**config.mk**
```make
export PLATFORM = sky130hd
export DESIGN_NAME = psdf_ctrl
export DESIGN_NICKNAME = d
export VERILOG_FILES = /design/src/rtl/assert_macros.svh /design/src/rtl/psdf_pkg.sv /design/src/rtl/psdf_ctrl.sv
export SDC_FILE = /design/constraint.sdc
export NUM_CORES = 1
export LEC_CHECK = 0
export BUFFER_PORTS_ARGS = -buffer_cell sky130_fd_sc_hd__buf_2
export CORE_AREA = 2 2 39 41
export CTS_CLUSTER_SIZE = 14
export DETAILED_ROUTE_END_ITERATION = 16
export DIE_AREA = 0 0 41 43
export GPL_TIMING_DRIVEN = 0
export PLACE_DENSITY = 0.68
export SETUP_SLACK_MARGIN = 0.1
export SYNTH_ARGS = -nofsm -noshare
export SYNTH_HDL_FRONTEND = slang
export SYNTH_SLANG_ARGS = --single-unit
```
**constraint.sdc**
```tcl
create_clock -name clk -period 1.9 [get_ports clk]
set_input_delay 0.57 -clock clk [delete_from_list [all_inputs] [get_ports clk]]
set_output_delay 0.57 -clock clk [all_outputs]
set_load 0.03 [all_outputs]
```
**src/rtl/assert_macros.svh**
```systemverilog
`ifndef ASSERT_MACROS_SVH
`define ASSERT_MACROS_SVH

// Property that holds at every sampled edge out of reset.
`define PSDF_ASSERT_ALWAYS(lbl, clk, rst, expr) \
  lbl: assert property (@(posedge clk) disable iff (rst) (expr)) \
    else $error("assertion failed");

// Same-cycle implication.
`define PSDF_ASSERT_IMP(lbl, clk, rst, ante, cons) \
  lbl: assert property (@(posedge clk) disable iff (rst) (ante) |-> (cons)) \
    else $error("assertion failed");

// Next-cycle implication.
`define PSDF_ASSERT_NEXT(lbl, clk, rst, ante, cons) \
  lbl: assert property (@(posedge clk) disable iff (rst) (ante) |=> (cons)) \
    else $error("assertion failed");

`endif

```
**src/rtl/psdf_pkg.sv**
```systemverilog
`default_nettype none

package psdf_pkg;

  localparam int SAMPLE_W  = 16;
  localparam int INDEX_W   = 12;
  localparam int LABEL_W   = 12;
  localparam int COORD_W   = 4;
  localparam int CFG_W     = 5;
  localparam int CFG_IDX_W = 2;

  localparam logic [CFG_IDX_W-1:0] REG_DIM_X = 2'd0;
  localparam logic [CFG_IDX_W-1:0] REG_DIM_Y = 2'd1;
  localparam logic [CFG_IDX_W-1:0] REG_DIM_Z = 2'd2;
  localparam logic [CFG_W-1:0]     DIM_RESET = 5'd16;

  localparam logic OP_LOAD = 1'b0;
  localparam logic OP_READ = 1'b1;

  localparam logic [LABEL_W-1:0] LABEL_NONE = 12'd0;
  localparam logic [LABEL_W-1:0] LABEL_PEAK = 12'd1;
  localparam logic [LABEL_W-1:0] LABEL_MAX  = 12'd4095;

  // neighbor offset codes: -1, 0, +1
  localparam logic [1:0] OFS_MINUS = 2'd0;
  localparam logic [1:0] OFS_ZERO  = 2'd1;
  localparam logic [1:0] OFS_PLUS  = 2'd2;

  typedef struct packed {
    logic               operation;
    logic [SAMPLE_W-1:0] sample;
    logic               last_sample;
    logic [INDEX_W-1:0] voxel_index;
  } item_t;

  typedef struct packed {
    logic [LABEL_W-1:0]  ring_label;
    logic [COORD_W-1:0]  peak_x;
    logic [COORD_W-1:0]  peak_y;
    logic [COORD_W-1:0]  peak_z;
    logic [SAMPLE_W-1:0] intensity_range;
    logic [LABEL_W-1:0]  ring_count;
    logic                flood_done;
  } result_t;

  typedef enum logic [3:0] {
    ST_CLEAR,
    ST_IDLE,
    ST_READ,
    ST_SCAN,
    ST_DRAIN,
    ST_SEED,
    ST_POP,
    ST_FETCH,
    ST_CVAL,
    ST_NCALC,
    ST_NREAD,
    ST_NTEST,
    ST_FINISH
  } state_t;

  typedef struct packed {
    logic accept;
    logic read_emit;
    logic clear;
    logic scan;
    logic seed;
    logic pop;
    logic next_ring;
    logic fetch;
    logic latch_v;
    logic ncalc;
    logic nread;
    logic ntest;
    logic off_adv;
    logic finish;
  } cmd_t;

  typedef struct packed {
    logic res_busy;
    logic cnt_last;
    logic ring_empty;
    logic no_new;
    logic nb_ok;
    logic off_last;
  } stat_t;

endpackage

`default_nettype wire

```
**src/rtl/psdf_ctrl.sv**
```systemverilog
`default_nettype none

module psdf_ctrl (
  input  logic            clk,
  input  logic            rst,
  input  logic            item_valid,
  input  logic            item_op,
  input  logic            item_last,
  output logic            item_ready,
  input  psdf_pkg::stat_t stat,
  output psdf_pkg::cmd_t  cmd
);
  import psdf_pkg::*;

  state_t state, state_next;
  logic   take;

  assign take = (state == ST_IDLE) && !stat.res_busy && item_valid;

  always_ff @(posedge clk) begin
    if (rst) begin
      state <= ST_CLEAR;
    end else begin
      state <= state_next;
    end
  end

  always_comb begin
    state_next = state;
    unique case (state)
      ST_CLEAR:  if (stat.cnt_last) state_next = ST_IDLE;
      ST_IDLE: begin
        if (take) begin
          if (item_op == OP_READ) begin
            state_next = ST_READ;
          end else if (item_last) begin
            state_next = ST_SCAN;
          end
        end
      end
      ST_READ:   state_next = ST_IDLE;
      ST_SCAN:   if (stat.cnt_last) state_next = ST_DRAIN;
      ST_DRAIN:  state_next = ST_SEED;
      ST_SEED:   state_next = ST_POP;
      ST_POP: begin
        if (!stat.ring_empty) begin
          state_next = ST_FETCH;
        end else if (stat.no_new) begin
          state_next = ST_FINISH;
        end
      end
      ST_FETCH:  state_next = ST_CVAL;
      ST_CVAL:   state_next = ST_NCALC;
      ST_NCALC:  state_next = ST_NREAD;
      ST_NREAD: begin
        if (stat.nb_ok) begin
          state_next = ST_NTEST;
        end else begin
          state_next = stat.off_last ? ST_POP : ST_NCALC;
        end
      end
      ST_NTEST:  state_next = stat.off_last ? ST_POP : ST_NCALC;
      ST_FINISH: state_next = ST_IDLE;
      default:   state_next = ST_CLEAR;
    endcase
  end

  always_comb begin
    cmd        = '0;
    item_ready = 1'b0;
    unique case (state)
      ST_CLEAR: cmd.clear = 1'b1;
      ST_IDLE: begin
        item_ready = !stat.res_busy;
        cmd.accept = take;
      end
      ST_READ:  cmd.read_emit = 1'b1;
      ST_SCAN: begin
        cmd.clear = 1'b1;
        cmd.scan  = 1'b1;
      end
      ST_DRAIN: ;
      ST_SEED:  cmd.seed = 1'b1;
      ST_POP: begin
        cmd.pop       = !stat.ring_empty;
        cmd.next_ring = stat.ring_empty && !stat.no_new;
      end
      ST_FETCH: cmd.fetch = 1'b1;
      ST_CVAL:  cmd.latch_v = 1'b1;
      ST_NCALC: cmd.ncalc = 1'b1;
      ST_NREAD: begin
        cmd.nread   = stat.nb_ok;
        cmd.off_adv = !stat.nb_ok;
      end
      ST_NTEST: begin
        cmd.ntest   = 1'b1;
        cmd.off_adv = 1'b1;
      end
      ST_FINISH: cmd.finish = 1'b1;
      default: ;
    endcase
  end
endmodule

`default_nettype wire

```
==> flow_summary.toml <==
[outcome]
status = "finished with violations"
violations = "negative setup slack"

[power_and_ir_drop]
power.leakage_nw = 0.466
clkPwrFrac_pct = 9.1
pwr-share-seq_pct = 11.5
share_comb_of_total_power_pct = 79.5
switchingPower_mw = 0.538
cellPowerDensity_mw_per_mm2 = 1110
internal_power_mw = 0.676
ir_drop_v = 0.000627
p_total_mw = 1.21
sw_frac_of_total_pct = 44.3

[timing]
setup_violations = 11
timing.fmax_ghz = 0.487
fin_ws_ns = -0.155
min_period_ns = 2.06
fin_crit_sh_pct = 108
tns_ns = -0.725
relSlewSlack_pct = 79.6
holdWs_ns = 0.593
finClkSkew_ns = 0.00596
slew_violations = 0
tightestPinTransition_ns = 0.304
rsz0062_at_grt = "true"
hold_violations = 0

[logic_synthesis]
synth_area_per_cell_um2 = 7.13
yosysTopAreaCellShare_pct = 16.3
ys_top_cells_by_area = "dfxtp_1, nand2b_1, nor2_1"
ys_ff_latch = 4
ys_seq_area_share_pct = 16.3
synth_warnings = 0
synth_cells = 69
yosysUniqueCellTypes = 30
synth_top_area_cell = "dfxtp_1"
syn_area_um2 = 492
syn-num-nets = 80
async_flop_share_pct = 0
ys.flop_type = "dfxtp_1"
synth_edf_count = 0

[global_route]
grt_pass1_wl_um = 2750
grt-ovfl-total = 0
antenna_found_initial = 0
grt_max_degree = 11
grt_pass1_vias = 619
grt.total_usage_pct = 22.5

[drt]
routed_via_density = 5.83
dr_wl_met2_um = 1260
dr_wl_met3_um = 142
drtIter0Drc = 42
drc_errors = 0
wl_met1_um = 806
ant_nets = 0
wl_um = 2290
first_pass_iters = 5
highest_layer = "met4"
wl_per_cell_um = 17.5
vias = 764

[placement]
post-place-ws_ns = -0.164
dpl_cell_area_um2 = 667
port_buffers = 25
dp_hpwl_um = 995
place_congestion = 0.794

[setup_path]
crit_arrival_ns = 1.49
path_cells = "nand2b_4 > or4b_4 > clkinvlp_4 > buf_6"
critPathSlowestCell = "or4b_4"
crit_fanout = 4
cp-start-kind = "register"
crit_type = "reg -> out"
critical_path.max_stage_delay_ns = 0.54
endpoint_kind = "primary output"
cp.required_ns = 1.33

[hold_path]
min_path_type = "in -> reg"

[cts]
cts_max_level = 1
cts_tree = "done"
hold_buffers = 0
path_clk_slew_ns = 0.04
cts_buffer_depth = 2
worst_skew_pair.late_latency_ns = 0.24
cts_num_sinks = 4
cts_buffers = 3
root_buffer = "clkbuf_4"

[final_layout]
reg_top3 = "state x4"
syn2layout_area_growth_pct = 123
finalNetCount = 128
drive_above_1_share_pct = 70.4
final_area_mm2 = 0.00110
regMostFlops = "state"
diodes = 0
largest_register_ffs = 4

[floorplan]
die_h_um = 43
ios = 26
die_area_mm2 = 0.00176
die_width_um = 41
core-area_mm2 = 0.00138
rows = 14
start_util_pct = 35.5

[job]
cap_violations = 0
==> metrics by stage <==
stage,util [%],cells
after global routing,79.3,131
after floorplan,-,69
after global placement,48.2,110
final,79.3,131
after CTS,66.8,124
after detailed placement,48.2,110
==> final timing paths <==
check	from	end	slack, ns	cells past startpoint
min	rst	state[3]	0.59	2
max reg2reg	state[2]	state[0]	0.11	6
min reg2reg	state[1]	state[1]	0.70	3
max	state[3]	cmd[7]	-0.16	4
==> cell usage in the layout (no fill, tap or decap), types with 2 or more instances in the layout <==
cell type  netlist  final
buf_4            2     20
buf_6            1     14
buf_2            2     11
nor2_1          11      6
nand2b_4         0      5
nor2_4           0      5
nor3_2           0      3
inv_1            4      3
clkbuf_4         0      3
buf_8            0      2
nor3_4           0      2
or4b_4           2      2
nand2b_1         7      2
a21oi_1          2      2
nor3_1           7      2
a211o_1          2      2
o31ai_1          2      2
nand2_1          4      2
dfxtp_2          0      2
==> what timing repair did <==
item	CTS	global route
gates cloned	0	1
setup endpoints to repair	15	17
pin swaps	6	6
gates resized for setup	38	26
buffers inserted	11	7
==> area by class of cell <==
| type | instances | area [um^2] |
|---|---|---|
| inverter | 4 | 18.8 |
| sequential | 4 | 86.3 |
| tap | 16 | 20.0 |
| multi-input combinational | 55 | 512 |
| fill | 86 | 287 |
| timing repair buffer | 44 | 378 |
| clock buffer | 3 | 22.5 |
| buffer | 5 | 60.1 |
==> worst max-delay path, delay by kind of cell (launching register included) <==
family / cells / cell delay (ns)
and+or+nand+nor: 2 / 0.70
DFF: 1 / 0.34
buffers and inverters: 2 / 0.21
==> Yosys cell counts (2+ instances only) <==
library cell,count
a211o_1,2
xor2_1,2
nand2b_1,7
dfxtp_1,4
buf_2,2
inv_1,4
nand2_1,4
nor3_1,7
nor2_1,11
o31ai_1,2
buf_4,2
a211oi_1,2
or4b_4,2
a21oi_1,2
==> power groups by stage <==
stage	logic (mW)	clock network, mW	registers (mW)
final	0.965	0.110	0.139
after global routing	1.01	0.115	0.140
after CTS	0.761	0.106	0.128
after detailed placement	0.505	0	0.120
after global placement	0.499	0	0.120
after floorplan	0.406	0	0.116
==> layer usage <==
metal	vias up	global-route usage, %
met5	-	0
li1	341	-
met1	358	27.3
met3	12	1.57
met2	53	39.7
met4	0	6.00
==> cells by family after synthesis <==
kind of cell	after synthesis	synth area share [%]
AOI/OAI and AO/OA	14	23.7
xor gates and xnor gates	2	3.56
buffers and inverters	10	11.2
DFF	4	16.3
muxes	1	2.04
and+or+nand+nor	38	43.3
Power figures use the tool's default switching activity.
